==> src/rtl/bsbm_pkg.sv <==
// Shared types and constants for the break/sync bus master.
package bsbm_pkg;

	localparam logic [4:0]  MAX_FRAME     = 5'd16;
	localparam logic [7:0]  SYNC_BYTE     = 8'h55;
	localparam logic [15:0] BREAK_RESET   = 16'd677;
	localparam logic [15:0] TIMEOUT_RESET = 16'd1250;

	localparam int IN_DATA_W  = 24;
	localparam int IN_USER_W  = 3;
	localparam int OUT_DATA_W = 40;
	localparam int OUT_USER_W = 6;
	localparam int ADDR_W     = 3;

	localparam logic REG_BREAK   = 1'b0;
	localparam logic REG_TIMEOUT = 1'b1;

	typedef enum logic [2:0] {
		MODE_START   = 3'd0,
		MODE_LOAD    = 3'd1,
		MODE_TICK    = 3'd2,
		MODE_TX_RDY  = 3'd3,
		MODE_RX_BYTE = 3'd4
	} mode_t;

	typedef enum logic [1:0] {
		PH_REQUEST = 2'd0,
		PH_BREAK   = 2'd1,
		PH_SYNC    = 2'd2,
		PH_RX      = 2'd3
	} phase_t;

	typedef struct packed {
		logic [15:0] break_ticks;
		logic [15:0] timeout_ticks;
	} cfg_t;

	typedef struct packed {
		mode_t      mode;
		logic [7:0] data;
		logic [3:0] tx_slot;
		logic [4:0] send_count;
		logic [4:0] expect_count;
	} item_t;

	typedef struct packed {
		logic       line_low;
		logic       tx_valid;
		logic [7:0] tx_byte;
		logic       rx_valid;
		logic [7:0] rx_byte;
		logic [3:0] rx_position;
		logic       frame_done;
		logic [4:0] frame_length;
		logic       sync_error;
		logic       request_valid;
		logic [7:0] request_byte;
	} result_t;

endpackage

==> src/rtl/bsbm_regs.sv <==
// APB configuration registers: break and timeout tick counts.
module bsbm_regs import bsbm_pkg::*; (
	input  logic              clk,
	input  logic              arst_n,
	input  logic              psel,
	input  logic              penable,
	input  logic              pwrite,
	input  logic [ADDR_W-1:0] paddr,
	input  logic [31:0]       pwdata,
	output logic [31:0]       prdata,
	output logic              pready,
	output cfg_t              cfg
);

	logic [15:0] break_ticks_q;
	logic [15:0] timeout_ticks_q;
	logic        wr_en;
	logic        sel;

	assign pready = 1'b1;
	assign wr_en  = psel & penable & pwrite & pready;
	assign sel    = paddr[2];

	always_ff @(posedge clk or negedge arst_n) begin
		if (!arst_n) begin
			break_ticks_q   <= BREAK_RESET;
			timeout_ticks_q <= TIMEOUT_RESET;
		end else if (wr_en) begin
			if (sel == REG_BREAK) begin
				break_ticks_q <= pwdata[15:0];
			end else begin
				timeout_ticks_q <= pwdata[15:0];
			end
		end
	end

	assign prdata = (sel == REG_BREAK) ? {16'd0, break_ticks_q} : {16'd0, timeout_ticks_q};
	assign cfg    = '{break_ticks: break_ticks_q, timeout_ticks: timeout_ticks_q};

endmodule

==> src/rtl/bsbm_ctrl.sv <==
// Frame sequencer: phase, timer, counters, transmit buffer and result decode.
module bsbm_ctrl import bsbm_pkg::*; (
	input  logic    clk,
	input  logic    arst_n,
	input  logic    fire,
	input  item_t   item,
	input  cfg_t    cfg,
	output logic    hit,
	output result_t res
);

	phase_t      phase_q, phase_d;
	logic        timer_running_q, timer_running_d;
	logic [15:0] tick_count_q, tick_count_d;
	logic [4:0]  tx_len_q, tx_len_d;
	logic [4:0]  tx_idx_q, tx_idx_d;
	logic [4:0]  rx_len_q, rx_len_d;
	logic [4:0]  rx_idx_q, rx_idx_d;
	logic [7:0]  tx_buf_q [16];

	logic        is_start, is_load, is_tick, is_txrdy, is_rx;
	logic [15:0] tick_next, target;
	logic        tick_fire, tx_go, sync_bad, sync_empty, rx_take, rx_last, req;
	logic        end_frame;
	logic [4:0]  rx_idx_inc;

	assign is_start = fire && (item.mode == MODE_START);
	assign is_load  = fire && (item.mode == MODE_LOAD);
	assign is_tick  = fire && (item.mode == MODE_TICK);
	assign is_txrdy = fire && (item.mode == MODE_TX_RDY);
	assign is_rx    = fire && (item.mode == MODE_RX_BYTE);

	assign tick_next  = (tick_count_q != 16'hFFFF) ? tick_count_q + 16'd1 : tick_count_q;
	assign target     = (phase_q == PH_BREAK) ? cfg.break_ticks : cfg.timeout_ticks;
	assign tick_fire  = is_tick && timer_running_q && (tick_next >= target);
	assign tx_go      = is_txrdy && (phase_q != PH_BREAK) && (tx_idx_q < tx_len_q);
	assign sync_bad   = is_rx && (phase_q == PH_SYNC) && (item.data != SYNC_BYTE);
	assign sync_empty = is_rx && (phase_q == PH_SYNC) && (item.data == SYNC_BYTE)
		&& (rx_len_q == 5'd0);
	assign rx_take    = is_rx && (phase_q == PH_RX);
	assign rx_idx_inc = rx_idx_q + 5'd1;
	assign rx_last    = rx_take && (rx_idx_inc >= rx_len_q);
	assign req        = is_rx && (phase_q == PH_REQUEST);
	assign end_frame  = (tick_fire && (phase_q != PH_BREAK)) || sync_bad || sync_empty
		|| rx_last;

	// next state
	always_comb begin
		phase_d         = phase_q;
		timer_running_d = timer_running_q;
		tick_count_d    = tick_count_q;
		tx_len_d        = tx_len_q;
		tx_idx_d        = tx_idx_q;
		rx_len_d        = rx_len_q;
		rx_idx_d        = rx_idx_q;
		if (is_start) begin
			tx_len_d        = (item.send_count > MAX_FRAME) ? MAX_FRAME : item.send_count;
			rx_len_d        = (item.expect_count > MAX_FRAME) ? MAX_FRAME : item.expect_count;
			tx_idx_d        = 5'd0;
			rx_idx_d        = 5'd0;
			tick_count_d    = 16'd0;
			timer_running_d = 1'b1;
			phase_d         = PH_BREAK;
		end
		if (is_tick && timer_running_q) begin
			tick_count_d = tick_next;
			if (tick_fire && (phase_q == PH_BREAK)) begin
				tick_count_d = 16'd0;
				phase_d      = PH_SYNC;
			end
		end
		if (tx_go) begin
			tx_idx_d = tx_idx_q + 5'd1;
		end
		if (is_rx && (phase_q == PH_SYNC) && !sync_bad && !sync_empty) begin
			phase_d = PH_RX;
		end
		if (rx_take) begin
			rx_idx_d = rx_idx_inc;
			if (!rx_last) begin
				tick_count_d = 16'd0;
			end
		end
		if (end_frame) begin
			timer_running_d = 1'b0;
			phase_d         = PH_REQUEST;
		end
	end

	// result
	always_comb begin
		res           = '0;
		hit           = is_start || tick_fire || tx_go || sync_bad || sync_empty || rx_take
			|| req;
		res.line_low  = (phase_d == PH_BREAK);
		if (tick_fire && (phase_q == PH_BREAK)) begin
			res.tx_valid = 1'b1;
			res.tx_byte  = SYNC_BYTE;
		end
		if (tx_go) begin
			res.tx_valid = 1'b1;
			res.tx_byte  = tx_buf_q[tx_idx_q[3:0]];
		end
		if (rx_take) begin
			res.rx_valid    = 1'b1;
			res.rx_byte     = item.data;
			res.rx_position = rx_idx_q[3:0];
		end
		if (end_frame) begin
			res.frame_done = 1'b1;
			res.sync_error = sync_bad;
			if (rx_last) begin
				res.frame_length = rx_idx_inc;
			end else if (tick_fire && (phase_q == PH_RX)) begin
				res.frame_length = rx_idx_q;
			end
		end
		if (req) begin
			res.request_valid = 1'b1;
			res.request_byte  = item.data;
		end
	end

	always_ff @(posedge clk or negedge arst_n) begin
		if (!arst_n) begin
			phase_q         <= PH_REQUEST;
			timer_running_q <= 1'b0;
			tick_count_q    <= 16'd0;
			tx_len_q        <= 5'd0;
			tx_idx_q        <= 5'd0;
			rx_len_q        <= 5'd0;
			rx_idx_q        <= 5'd0;
		end else begin
			phase_q         <= phase_d;
			timer_running_q <= timer_running_d;
			tick_count_q    <= tick_count_d;
			tx_len_q        <= tx_len_d;
			tx_idx_q        <= tx_idx_d;
			rx_len_q        <= rx_len_d;
			rx_idx_q        <= rx_idx_d;
		end
	end

	always_ff @(posedge clk) begin
		if (is_load && ({1'b0, item.tx_slot} < MAX_FRAME)) begin
			tx_buf_q[item.tx_slot] <= item.data;
		end
	end

endmodule

==> src/rtl/break_sync_bus_master.sv <==
// Top level of the break/sync bus master: stream channels, registers, sequencer.
//
//   channel   dir  group                                  transfer when
//   in        in   s_tvalid s_tready s_tdata s_tuser      s_tvalid & s_tready
//   out       out  m_tvalid m_tready m_tdata m_tuser      m_tvalid & m_tready
//   config    in   psel penable pwrite paddr pwdata ...   psel & penable & pwrite
//
// One input transfer per cycle while the output is not stalled; a result reaches m_tdata through both registers.
// Input register, then sequencer logic into the output register.
// Reset clears phase, timer and counters; the transmit buffer holds junk until loaded.
// m_tready low stalls the output register and, through it, s_tready.
module break_sync_bus_master import bsbm_pkg::*; (
	input  logic                  clk,
	input  logic                  arst_n,
	input  logic                  s_tvalid,
	output logic                  s_tready,
	// data[7:0], tx_slot[11:8], send_count[16:12], expect_count[21:17]
	input  logic [IN_DATA_W-1:0]  s_tdata,
	// mode[2:0]
	input  logic [IN_USER_W-1:0]  s_tuser,
	output logic                  m_tvalid,
	input  logic                  m_tready,
	// tx_byte[7:0], rx_byte[15:8], rx_position[19:16], frame_length[24:20],
	// request_byte[32:25]
	output logic [OUT_DATA_W-1:0] m_tdata,
	// line_low, tx_valid, rx_valid, frame_done, sync_error, request_valid
	output logic [OUT_USER_W-1:0] m_tuser,
	input  logic                  psel,
	input  logic                  penable,
	input  logic                  pwrite,
	input  logic [ADDR_W-1:0]     paddr,
	input  logic [31:0]           pwdata,
	output logic [31:0]           prdata,
	output logic                  pready
);

	cfg_t    cfg;
	item_t   item_s1;
	logic    valid_s1;
	result_t res;
	result_t res_s2;
	logic    valid_s2;
	logic    hit;
	logic    advance;
	logic    fire;

	bsbm_regs u_regs (
		.clk     (clk),
		.arst_n  (arst_n),
		.psel    (psel),
		.penable (penable),
		.pwrite  (pwrite),
		.paddr   (paddr),
		.pwdata  (pwdata),
		.prdata  (prdata),
		.pready  (pready),
		.cfg     (cfg)
	);

	assign advance  = !valid_s2 || m_tready;
	assign s_tready = !valid_s1 || advance;
	assign fire     = valid_s1 && advance;

	always_ff @(posedge clk or negedge arst_n) begin
		if (!arst_n) begin
			valid_s1 <= 1'b0;
		end else if (s_tready) begin
			valid_s1 <= s_tvalid;
		end
	end

	always_ff @(posedge clk) begin
		if (s_tvalid && s_tready) begin
			item_s1.mode         <= mode_t'(s_tuser[2:0]);
			item_s1.data         <= s_tdata[7:0];
			item_s1.tx_slot      <= s_tdata[11:8];
			item_s1.send_count   <= s_tdata[16:12];
			item_s1.expect_count <= s_tdata[21:17];
		end
	end

	bsbm_ctrl u_ctrl (
		.clk    (clk),
		.arst_n (arst_n),
		.fire   (fire),
		.item   (item_s1),
		.cfg    (cfg),
		.hit    (hit),
		.res    (res)
	);

	always_ff @(posedge clk or negedge arst_n) begin
		if (!arst_n) begin
			valid_s2 <= 1'b0;
		end else if (advance) begin
			valid_s2 <= fire && hit;
		end
	end

	always_ff @(posedge clk) begin
		if (fire && hit) begin
			res_s2 <= res;
		end
	end

	assign m_tvalid = valid_s2;
	assign m_tdata  = {7'd0, res_s2.request_byte, res_s2.frame_length, res_s2.rx_position,
		res_s2.rx_byte, res_s2.tx_byte};
	assign m_tuser  = {res_s2.request_valid, res_s2.sync_error, res_s2.frame_done,
		res_s2.rx_valid, res_s2.tx_valid, res_s2.line_low};

endmodule

==> config.mk <==
export PLATFORM = sky130hd
export DESIGN_NAME = break_sync_bus_master
export DESIGN_NICKNAME = d
export VERILOG_FILES = /design/src/rtl/bsbm_pkg.sv /design/src/rtl/bsbm_regs.sv /design/src/rtl/bsbm_ctrl.sv /design/src/rtl/break_sync_bus_master.sv
export SDC_FILE = /design/constraint.sdc
export NUM_CORES = 1
export LEC_CHECK = 0
export ABC_AREA = 0
export BUFFER_PORTS_ARGS = -buffer_cell sky130_fd_sc_hd__buf_4
export CAP_MARGIN = 5
export CORE_MARGIN = 8
export CORE_UTILIZATION = 58
export CTS_CLUSTER_DIAMETER = 60
export DETAILED_ROUTE_END_ITERATION = 10
export GPL_ROUTABILITY_DRIVEN = 0
export PLACE_DENSITY = 0.8
export REMOVE_ABC_BUFFERS = 1
export SYNTH_ARGS = -nofsm -noshare
export SYNTH_HDL_FRONTEND = slang
export SYNTH_HIERARCHICAL = 1
export SYNTH_SLANG_ARGS = --single-unit
export TNS_END_PERCENT = 5
==> constraint.sdc <==
create_clock -name clk -period 5.9 [get_ports clk]
set_clock_uncertainty 0.05 [all_clocks]
set_input_delay 0.295 -clock clk [delete_from_list [all_inputs] [get_ports clk]]
set_output_delay 0.295 -clock clk [all_outputs]
set_load 0.01 [all_outputs]
==> reports/metrics.yaml, run 1 <==
synthAdderAreaFrac_pct: 2.95
cts_tree: "done"
diodes: 0
die_h_um: 159
endpoint_kind: "flop"
synth_area_sq_um: 11900
post_cts_buffers: 0
p_leak_uw: 0.00552
synthFlopType: "edfxtp_1"
grt_pass1_vias: 6972
htreeDepth: 1
clk_latency_ns: 0.54
synth_compound_area_share_pct: 5.10
setup_viol: 0
antenna_found_initial: 0
finalMaxSlewViolations: 0
critPathArrivalTime_ns: 4.90
synth_top_area_cell: "edfxtp_1"
grt_use_total_pct: 19.5
synth_top_area_share_pct: 48.6
met1Wirelength_um: 10700
p_per_area_nw_per_um2: 320
post_drt_wl_per_cell_um: 20.8
synth.most_common_cell: "edfxtp_1"
grt_max_degree: 74
die_width_um: 159
cts_max_path_buffers: 3
worst_pin_slew_ns: 1.21
port_buffers: 105
peakVddDrop_mv: 0.254
status: "complete, no violations"
slew_headroom_pct: 18.6
first_pass_iters: 5
reg2regPathDepth: 14
fp-row-count: 52
synth_cells: 767
cts_buffers: 27
synth_cell_type_count: 67
wl_um: 25200
startpoint_type: "flop"
wl_met2_um: 12000
cts_resized: 0
synth_common_cells: "192 x edfxtp_1, 63 x dfrtp_1, 40 x mux2_2, 40 x mux4_2, 37 x nand2_1"
clk_pin_slew_worst_paths_ns: 0.06
post_synth_main_area_contributors: "edfxtp_1 49%, dfrtp_1 13%, mux4_2 7.6%"
ys_seq_elements: 265
critical_path_required_ns: 6.07
synthMuxAreaShare_pct: 13.9
ios: 150
drtIter0Drc: 547
rsz0062_at_grt: "no"
timing_hold_violations_final: 0
dieArea_sq_um: 25300
dp.cells: 1119
timing.max_cap.violations: 0
ant_nets: 0
hold_class: "primary input to flop"
vias: 6952
r2r_start: "u_ctrl/tick_count_q[0]"
worst-path-max-fanout: 22
worstReg2RegEnd: "m_tdata[27]"
synthXorXnorAreaFrac_pct: 0.812
synth_top_family_by_area: "multiplexers"
core_area_sq_um: 20200
nets: 1018
async_flop_share_pct: 27.5
initial_core_util_pct: 58.9
drc: 0
holdPathStages: 3
root_buffer: "clkbuf_16"
drive_above_1_share_pct: 29.3
cts_sinks: 265
syn_area_per_cell_sq_um: 15.5
area_growth_pct: 18.7
finalCritPeriodShare_pct: 80.2
grt_pass1_wl_um: 39600
final.min_clock_period_ns: 4.73
min_to: "valid_s1"
top_layer: "met4"
dp_hpwl_um: 17100
synth_edf_count: 192
r2r_slack_ns: 1.17
fmax_mhz: 211
layoutNonFillerInstCount: 1212
via_per_inst: 5.74
synth-simple-area-share_pct: 9.35
timing_worst_setup_path_type: "flop to flop"
overflow: 0
wl_met3_um: 1900
nFillCells: 1328
worstHoldStart: "m_tready"
ys_warn_count: 6
tns_ns: 0
seq_area_frac_synth_pct: 64.1
flip-flops by register name (all words and copies together), names as in the netlist, 5 cells and up:
name	flops
item_s1	25
m_tdata	33
m_tuser	6
u_ctrl/rx_idx_q	5
u_ctrl/rx_len_q	5
u_ctrl/tick_count_q	16
u_ctrl/tx_buf_q	128
u_ctrl/tx_idx_q	5
u_ctrl/tx_len_q	5
u_regs/break_ticks_q	16
u_regs/timeout_ticks_q	16
placed cells by master, fill, tap and decap left out, types with 19 or more instances in the layout:
master         netlist  layout
clkbuf_16            0      27
conb_1               3      24
nor2_1              30      30
o21ai_0             30      30
dfrtp_1             63      62
ha_1                28      28
dlygate4sd3_1        0      43
buf_4               30     116
and2_1              29      29
nand2_1             37      37
mux2_2              40      40
mux4_2              40      40
edfxtp_1           192     192
inv_1               19      19
critical path, stage by stage (launching register included):
cell and delay [ns]:
dfrtp_1 0.52, ha_1 0.33, nand4_1 0.19, nor4_1 0.78, nor2_1 0.15, a31oi_1 0.31
ha_1 0.18, nand2_1 0.06, nor4_2 0.25, a31oi_1 0.22, a21o_1 0.28, nand4_1 0.10
nand2_1 0.11, nor2b_4 0.50, buf_4 0.38
layout make-up:
cell class / instances / area [sq um] / area share, %
sequential: 265 / 7610 / 54.0
multi-input combinational: 449 / 3910 / 27.8
timing repair buffer: 159 / 1300 / 9.24
inverter: 19 / 71.3 / 0.506
clock buffer: 30 / 687 / 4.88
tap: 270 / 338 / 2.40
clock inverter: 20 / 171 / 1.22
how the worst max path moves through the flow:
stage,cells after the start,from,endpoint
6_report,14,u_ctrl/tick_count_q[0],m_tdata[27]
3_3_place_gp,14,u_ctrl/tick_count_q[0],m_tdata[1]
4_1_cts,14,u_ctrl/tick_count_q[0],m_tuser[5]
3_5_place_dp,14,u_ctrl/tick_count_q[0],m_tdata[2]
5_1_grt,14,u_ctrl/tick_count_q[0],m_tdata[27]
2_1_floorplan,14,u_ctrl/tick_count_q[0],m_tdata[0]
metrics by stage:
stage / utilization (%) / instance area, sq um / hold WS, ns / power (uW) / setup WS [ns]
2_1_floorplan: - / 11600 / -0.0506 / 2650 / 0.814
3_3_place_gp: 63.5 / 12800 / 0.418 / 2860 / 1.43
3_5_place_dp: 63.5 / 12800 / 0.424 / 2890 / 1.24
4_1_cts: 69.9 / 14100 / 0.0000570 / 4540 / 1.23
5_1_grt: 69.9 / 14100 / 0.0172 / 4680 / 0.963
6_report: 69.9 / 14100 / 0.0153 / 4510 / 1.17
per-layer routing:
| layer | global-route usage [%] | up-vias |
|---|---|---|
| met2 | 31.4 | 276 |
| met4 | 5.53 | 0 |
| li1 | - | 3196 |
| met3 | 4.21 | 47 |
| met1 | 26.4 | 3433 |
| met5 | 0 | - |
kinds of logic after synthesis:
group / count (synthesis)
compound gates: 90
xor+xnor: 11
fa+ha+maj: 28
buf+inv: 74
flops: 265
mux: 105
other cells: 3
simple gates: 191
power breakdown:
part           internal [uW]  switching [uW]  leakage, uW  total, uW
logic                    356             335      0.00244        691
registers               2110            75.4      0.00268       2190
clock network            932             700     0.000412       1630
total                   3400            1110      0.00552       4510
what timing repair did:
action                                 CTS  global route
hold buffers                            43             0
endpoints found under the hold margin  121             0
setup endpoints to repair                0             0
Power figures use the tool's default switching activity.
==> run 2, diff against run 1 <==
--- a/config.mk
+++ b/config.mk
@@ -9,11 +9,11 @@
 export BUFFER_PORTS_ARGS = -buffer_cell sky130_fd_sc_hd__buf_4
 export CAP_MARGIN = 5
 export CORE_MARGIN = 8
-export CORE_UTILIZATION = 58
+export CORE_UTILIZATION = 52
 export CTS_CLUSTER_DIAMETER = 60
 export DETAILED_ROUTE_END_ITERATION = 10
 export GPL_ROUTABILITY_DRIVEN = 0
-export PLACE_DENSITY = 0.8
+export PLACE_DENSITY = 0.76
 export REMOVE_ABC_BUFFERS = 1
 export SYNTH_ARGS = -nofsm -noshare
 export SYNTH_HDL_FRONTEND = slang
==> constraint.sdc (replaced) <==
create_clock -name clk -period 4 [get_ports clk]
set_clock_uncertainty 0.05 [all_clocks]
set_input_delay 0.2 -clock clk [delete_from_list [all_inputs] [get_ports clk]]
set_output_delay 0.2 -clock clk [all_outputs]
set_load 0.01 [all_outputs]
==> run 2 against run 1 <==
Effect of this change: non-clock buffer count is 11 higher; die area is 10% higher; register-to-register slack worse by 0.91 ns; largest power group unchanged; first-iteration DRC count is 14% higher; critical path type unchanged.
==> reports/metrics.yaml, run 2 (synthesis results as in run 1) <==
critPathArrivalTime_ns: 3.92  # was 4.90 ns
swShare_pct: 24.0  # was 24.6%
grt_pass1_vias: 7185  # was 6972
worst-path-max-fanout: 39  # was 22
finalMaxSlewViolations: 0  # unchanged
drive_above_1_share_pct: 30.1  # was 29.3%
p_int_uw: 5310  # was 3400 uW
area_growth_pct: 21.1  # was 18.7%
cts_sinks: 265  # unchanged
slew_headroom_pct: 29.2  # was 18.6%
setup_viol: 0  # unchanged
timing_hold_violations_final: 0  # unchanged
critical_path_required_ns: 4.18  # was 6.07 ns
worst_pin_slew_ns: 1.06  # was 1.21 ns
die_width_um: 167  # was 159 um
dieArea_sq_um: 27900  # was 25300 sq um
mostFrequentLayoutCells: "192 x edfxtp_1, 124 x buf_4, 62 x dfrtp_1, 45 x dlygate4sd3_1"  # was 192 x edfxtp_1, 116 x buf_4, 62 x dfrtp_1, 43 x dlygate4sd3_1
ant_nets: 0  # unchanged
antenna_found_initial: 0  # unchanged
root_buffer: "clkbuf_16"  # unchanged
ios: 150  # unchanged
port_buffers: 105  # unchanged
vias: 6981  # was 6952
layoutNonFillerInstCount: 1244  # was 1212
cts_max_path_buffers: 3  # unchanged
final_core_util_pct: 63.9  # was 69.9%
status: "complete, no violations"  # unchanged
endpoint_kind: "flop"  # unchanged
tns_ns: 0  # unchanged
netSwitchingPower_uw: 1680  # was 1110 uW
finalCritPeriodShare_pct: 93.5  # was 80.2%
overflow: 0  # unchanged
diodes: 0  # unchanged
nFillCells: 1580  # was 1328
timing.max_cap.violations: 0  # unchanged
nets: 1032  # was 1018
cts_buffers: 30  # was 27
fmax_mhz: 267  # was 211 MHz
final.min_clock_period_ns: 3.74  # was 4.73 ns
clk_pin_slew_worst_paths_ns: 0.06  # about the same
first_pass_iters: 5  # unchanged
initial_core_util_pct: 52.8  # was 58.9%
startpoint_type: "flop"  # unchanged
drc: 0  # unchanged
p_per_area_nw_per_um2: 486  # was 320 nW/um^2
post_cts_buffers: 0  # unchanged
mostFrequentLayoutCell: "edfxtp_1"  # unchanged
peakVddDrop_mv: 0.338  # was 0.254 mV
drtIter0Drc: 622  # was 547
top_register: "u_ctrl/tx_buf_q"  # unchanged
grt_pass1_wl_um: 40100  # was 39600 um
hold_class: "primary input to flop"  # unchanged
p_clk_share_pct: 39.2  # was 36.2%
rsz0062_at_grt: "no"  # unchanged
p_leak_uw: 0.00564  # was 0.00552 uW
clk_latency_ns: 0.56  # was 0.54 ns
core_area_sq_um: 22500  # was 20200 sq um
seq_power_share_pct: 46.1  # was 48.5%
cts_tree: "done"  # unchanged
timing_worst_setup_path_type: "flop to flop"  # unchanged
grt_max_degree: 74  # unchanged
fp-row-count: 55  # was 52
via_per_inst: 5.61  # was 5.74
worst_slack_ns: 0.258  # was 1.17 ns
wl_um: 25100  # was 25200 um
post_drt_wl_per_cell_um: 20.1  # was 20.8 um
dp.cells: 1143  # was 1119
grt_use_total_pct: 17.7  # was 19.5%
die_h_um: 167  # was 159 um
dp_hpwl_um: 16700  # was 17100 um
p_comb_share_pct: 14.7  # was 15.3%
pre_cts_ws_ns: 0.207  # was 1.24 ns
htreeDepth: 1  # unchanged
largest_reg_flops: 128  # unchanged
[run 2: final cells by class]
type | instances | area [sq um] | area share [%]
multi-input cells | 449 | 3930 | 27.3
flip-flops and latches | 265 | 7610 | 52.9
clock inverters | 17 | 213 | 1.48
well taps | 285 | 357 | 2.48
repair buffers | 170 | 1400 | 9.75
clock buffers | 39 | 795 | 5.53
inverters | 19 | 71.3 | 0.496
[run 2: worst max-delay path, cell delays in order (launching register included)]
cell	delay (ns)
dfrtp_1	0.44
ha_1	0.21
nand4_1	0.21
or4_4	0.64
nand3_1	0.13
or2_2	0.13
nand2_1	0.06
ha_1	0.27
nand2_1	0.06
nor4_2	0.19
a31oi_1	0.19
a21o_1	0.27
nand4_1	0.09
nand2_1	0.10
nor2b_4	0.15
buf_12	0.24
[run 2: final timing paths]
kind | slack (ns) | start | cells after the start | endpoint
max in group asynchronous | 2.93 | arst_n | 2 | u_ctrl/tx_idx_q[0]
setup reg to reg | 0.26 | u_ctrl/tick_count_q[1] | 15 | m_tuser[3]
hold reg to reg | 0.43 | u_ctrl/tx_len_q[0] | 2 | u_ctrl/tx_len_q[0]
hold / removal | 0.24 | pwrite | 3 | u_regs/timeout_ticks_q[1]
min in group asynchronous | 0.30 | arst_n | 2 | u_regs/break_ticks_q[6]
setup / recovery | 0.26 | u_ctrl/tick_count_q[1] | 15 | m_tuser[3]
[run 2: power by group through the flow]
stage	registers, uW	logic, uW	clock network [uW]
after floorplan	3320	588	0
after global placement	3260	971	0
after detailed placement	3270	993	0
after CTS	3220	1040	2800
after global routing	3240	1120	2920
final	3220	1030	2740
[run 2: routing by layer]
layer,part of all wire [%],global-route usage (%),vias to the layer above
li1,-,-,3227
met1,45,25.4,3474
met2,46,27.4,246
met3,6.7,3.46,34
met4,1.9,4.82,0
met5,0,0,-
[run 2: timing repair]
action	CTS	global route
endpoints found under the hold margin	122	0
setup endpoints to repair	0	39
hold buffers	45	0
gates resized for setup	0	3
[run 2: stage by stage]
step | total power, uW | hold slack [ns] | instance area, sq um
final | 6990 | 0.242 | 14400
after detailed placement | 4260 | 0.329 | 12900
after global routing | 7280 | 0.243 | 14400
after floorplan | 3910 | -0.146 | 11600
after global placement | 4230 | 0.329 | 12900
after CTS | 7050 | 0.210 | 14400
==> run 3, diff against run 2 <==
--- a/config.mk
+++ b/config.mk
@@ -9,11 +9,12 @@
 export BUFFER_PORTS_ARGS = -buffer_cell sky130_fd_sc_hd__buf_4
 export CAP_MARGIN = 5
 export CORE_MARGIN = 8
-export CORE_UTILIZATION = 52
+export CORE_UTILIZATION = 60
+export CTS_BUF_LIST = sky130_fd_sc_hd__clkbuf_4
 export CTS_CLUSTER_DIAMETER = 60
 export DETAILED_ROUTE_END_ITERATION = 10
 export GPL_ROUTABILITY_DRIVEN = 0
-export PLACE_DENSITY = 0.76
+export PLACE_DENSITY = 0.82
 export REMOVE_ABC_BUFFERS = 1
 export SYNTH_ARGS = -nofsm -noshare
 export SYNTH_HDL_FRONTEND = slang
==> constraint.sdc (replaced) <==
create_clock -name clk -period 4.3 [get_ports clk]
set_clock_uncertainty 0.05 [all_clocks]
set_input_delay 0.215 -clock clk [delete_from_list [all_inputs] [get_ports clk]]
set_output_delay 0.215 -clock clk [all_outputs]
set_load 0.01 [all_outputs]
==> run 3 against run 2 <==
Effect of this change: combinational power fell by 9.9%; via count rose by 6.2%; hold slack got worse by 0.094 ns; setup slack got worse by 0.097 ns; wire length rose by 2.5%; utilization rose by 8.8 points; highest routed layer unchanged.
==> reports/metrics.yaml, run 3 (synthesis results as in run 1) <==
vias: 7414  # was 6981
post_cts_buffers: 0  # unchanged
mostFrequentLayoutCell: "edfxtp_1"  # unchanged
grt_pass1_wl_um: 40100  # about the same
die_width_um: 157  # was 167 um
first_pass_iters: 6  # was 5
timing.max_cap.violations: 0  # unchanged
mostFrequentLayoutCells: "192 x edfxtp_1, 120 x buf_4, 102 x clkbuf_4, 62 x dfrtp_1, 45 x dlygate4sd3_1"  # was 192 x edfxtp_1, 124 x buf_4, 62 x dfrtp_1, 45 x dlygate4sd3_1
drive_above_1_share_pct: 34.3  # was 30.1%
dieArea_sq_um: 24500  # was 27900 sq um
worst-path-max-fanout: 8  # was 39
timing_hold_violations_final: 0  # unchanged
cts_tree: "done"  # unchanged
die_h_um: 157  # was 167 um
cts_max_path_buffers: 3  # unchanged
finalMaxSlewViolations: 0  # unchanged
overflow: 0  # unchanged
top_register: "u_ctrl/tx_buf_q"  # unchanged
cts_buffers: 69  # was 30
use_met2_pct: 33.8  # was 27.4%
status: "complete, no violations"  # unchanged
grt_pass1_vias: 7446  # was 7185
layoutNonFillerInstCount: 1285  # was 1244
met1_usage_pct: 27.8  # was 25.4%
core_area_sq_um: 19500  # was 22500 sq um
clk_pin_slew_worst_paths_ns: 0.07  # was 0.06 ns
power_uw: 6010  # was 6990 uW
fmax_mhz: 242  # was 267 MHz
drc: 0  # unchanged
drtIter0Drc: 583  # was 622
startpoint_type: "flop"  # unchanged
final_area_sq_um: 14100  # was 14400 sq um
cts_sinks: 265  # unchanged
hold_class: "primary input to flop"  # unchanged
via_per_inst: 5.77  # was 5.61
initial_core_util_pct: 61.0  # was 52.8%
fp-row-count: 51  # was 55
clk_latency_ns: 0.65  # was 0.56 ns
timing_worst_setup_path_type: "flop to flop"  # unchanged
final.min_clock_period_ns: 4.14  # was 3.74 ns
ios: 150  # unchanged
grt.busiest_layer: "met2"  # unchanged
htreeDepth: 3  # was 1
dp_hpwl_um: 17100  # was 16700 um
wl_um: 25700  # was 25100 um
cts_resized: 0  # unchanged
largest_reg_flops: 128  # unchanged
pre_cts_ws_ns: 0.334  # was 0.207 ns
dp.cells: 1119  # was 1143
hold_buffers: 45  # unchanged
finalCritPeriodShare_pct: 96.3  # was 93.5%
met3_usage_pct: 5.63  # was 3.46%
worst_pin_slew_ns: 1.29  # was 1.06 ns
p_leak_uw: 0.00565  # was 0.00564 uW
critical_path_required_ns: 4.57  # was 4.18 ns
endpoint_kind: "flop"  # unchanged
area_growth_pct: 19.2  # was 21.1%
setup_viol: 0  # unchanged
nFillCells: 1186  # was 1580
ant_nets: 0  # unchanged
holdPathStages: 3  # unchanged
critPathArrivalTime_ns: 4.41  # was 3.92 ns
grt_max_degree: 74  # unchanged
slew_headroom_pct: 13.6  # was 29.2%
antenna_found_initial: 1  # was 0
port_buffers: 105  # unchanged
nets: 1067  # was 1032
dpl_cell_area_sq_um: 12800  # was 12900 sq um
root_buffer: "clkbuf_4"  # was clkbuf_16
post_drt_wl_per_cell_um: 20.0  # was 20.1 um
peakVddDrop_mv: 0.277  # was 0.338 mV
rsz0062_at_grt: "no"  # unchanged
worst_slack_ns: 0.161  # was 0.258 ns
grt_use_total_pct: 21.2  # was 17.7%
p_per_area_nw_per_um2: 425  # was 486 nW/um^2
reg2regPathDepth: 12  # was 15
-- run 3: metrics by stage --
step / hold slack [ns] / util, % / TNS, ns
2_1_floorplan: -0.131 / - / -30.66
3_3_place_gp: 0.344 / 66.0 / 0
3_5_place_dp: 0.344 / 66.0 / 0
4_1_cts: 0.100 / 72.7 / 0
5_1_grt: 0.0911 / 72.7 / 0
6_report: 0.148 / 72.7 / 0
-- run 3: cell type report --
cell class                 count  area (sq um)  area share [%]
sequential                   265          7610            53.8
multi-input combinational    449          3910            27.7
timing repair buffer         166          1370            9.69
clock buffer                 102           766            5.41
tap                          265           332            2.34
clock inverter                18          85.1           0.601
inverter                      19          71.3           0.504
antenna                        1          2.50          0.0177
-- run 3: per-layer routing --
| layer | vias up | wire (um) | share of wire [%] |
|---|---|---|---|
| li1 | 3328 | - | - |
| met1 | 3689 | 10700 | 42 |
| met5 | - | 0 | 0 |
| met2 | 355 | 12600 | 49 |
| met3 | 42 | 1990 | 7.8 |
| met4 | 0 | 457 | 1.8 |
-- run 3: final timing paths --
kind	startpoint	endpoint	slack [ns]
worst min-delay path	penable	u_regs/timeout_ticks_q[13]	0.15
worst max-delay path	u_ctrl/tick_count_q[0]	m_tdata[2]	0.16
max in group asynchronous	arst_n	u_ctrl/tx_idx_q[0]	3.32
min in group asynchronous	arst_n	u_ctrl/rx_idx_q[2]	0.21
worst max register to register	u_ctrl/tick_count_q[0]	m_tdata[2]	0.16
worst min register to register	item_s1[8]	u_ctrl/tx_len_q[3]	0.43
-- run 3: worst max-delay path: stages, from the launching register on --
cell and delay, ns:
dfrtp_1 0.50, ha_1 0.36, nand4_1 0.24, or4_1 0.73, nand4_2 0.17, xnor2_1 0.18
ha_1 0.28, o211ai_1 0.17, nor2_1 0.08, a31oi_1 0.40, a21oi_1 0.22, nand2_1 0.27
o21ai_0 0.19
-- run 3: where the power goes --
group / internal [uW] / switching (uW) / total, uW
combinational: 491 / 437 / 928
clock: 1090 / 985 / 2070
sequential: 2900 / 115 / 3010
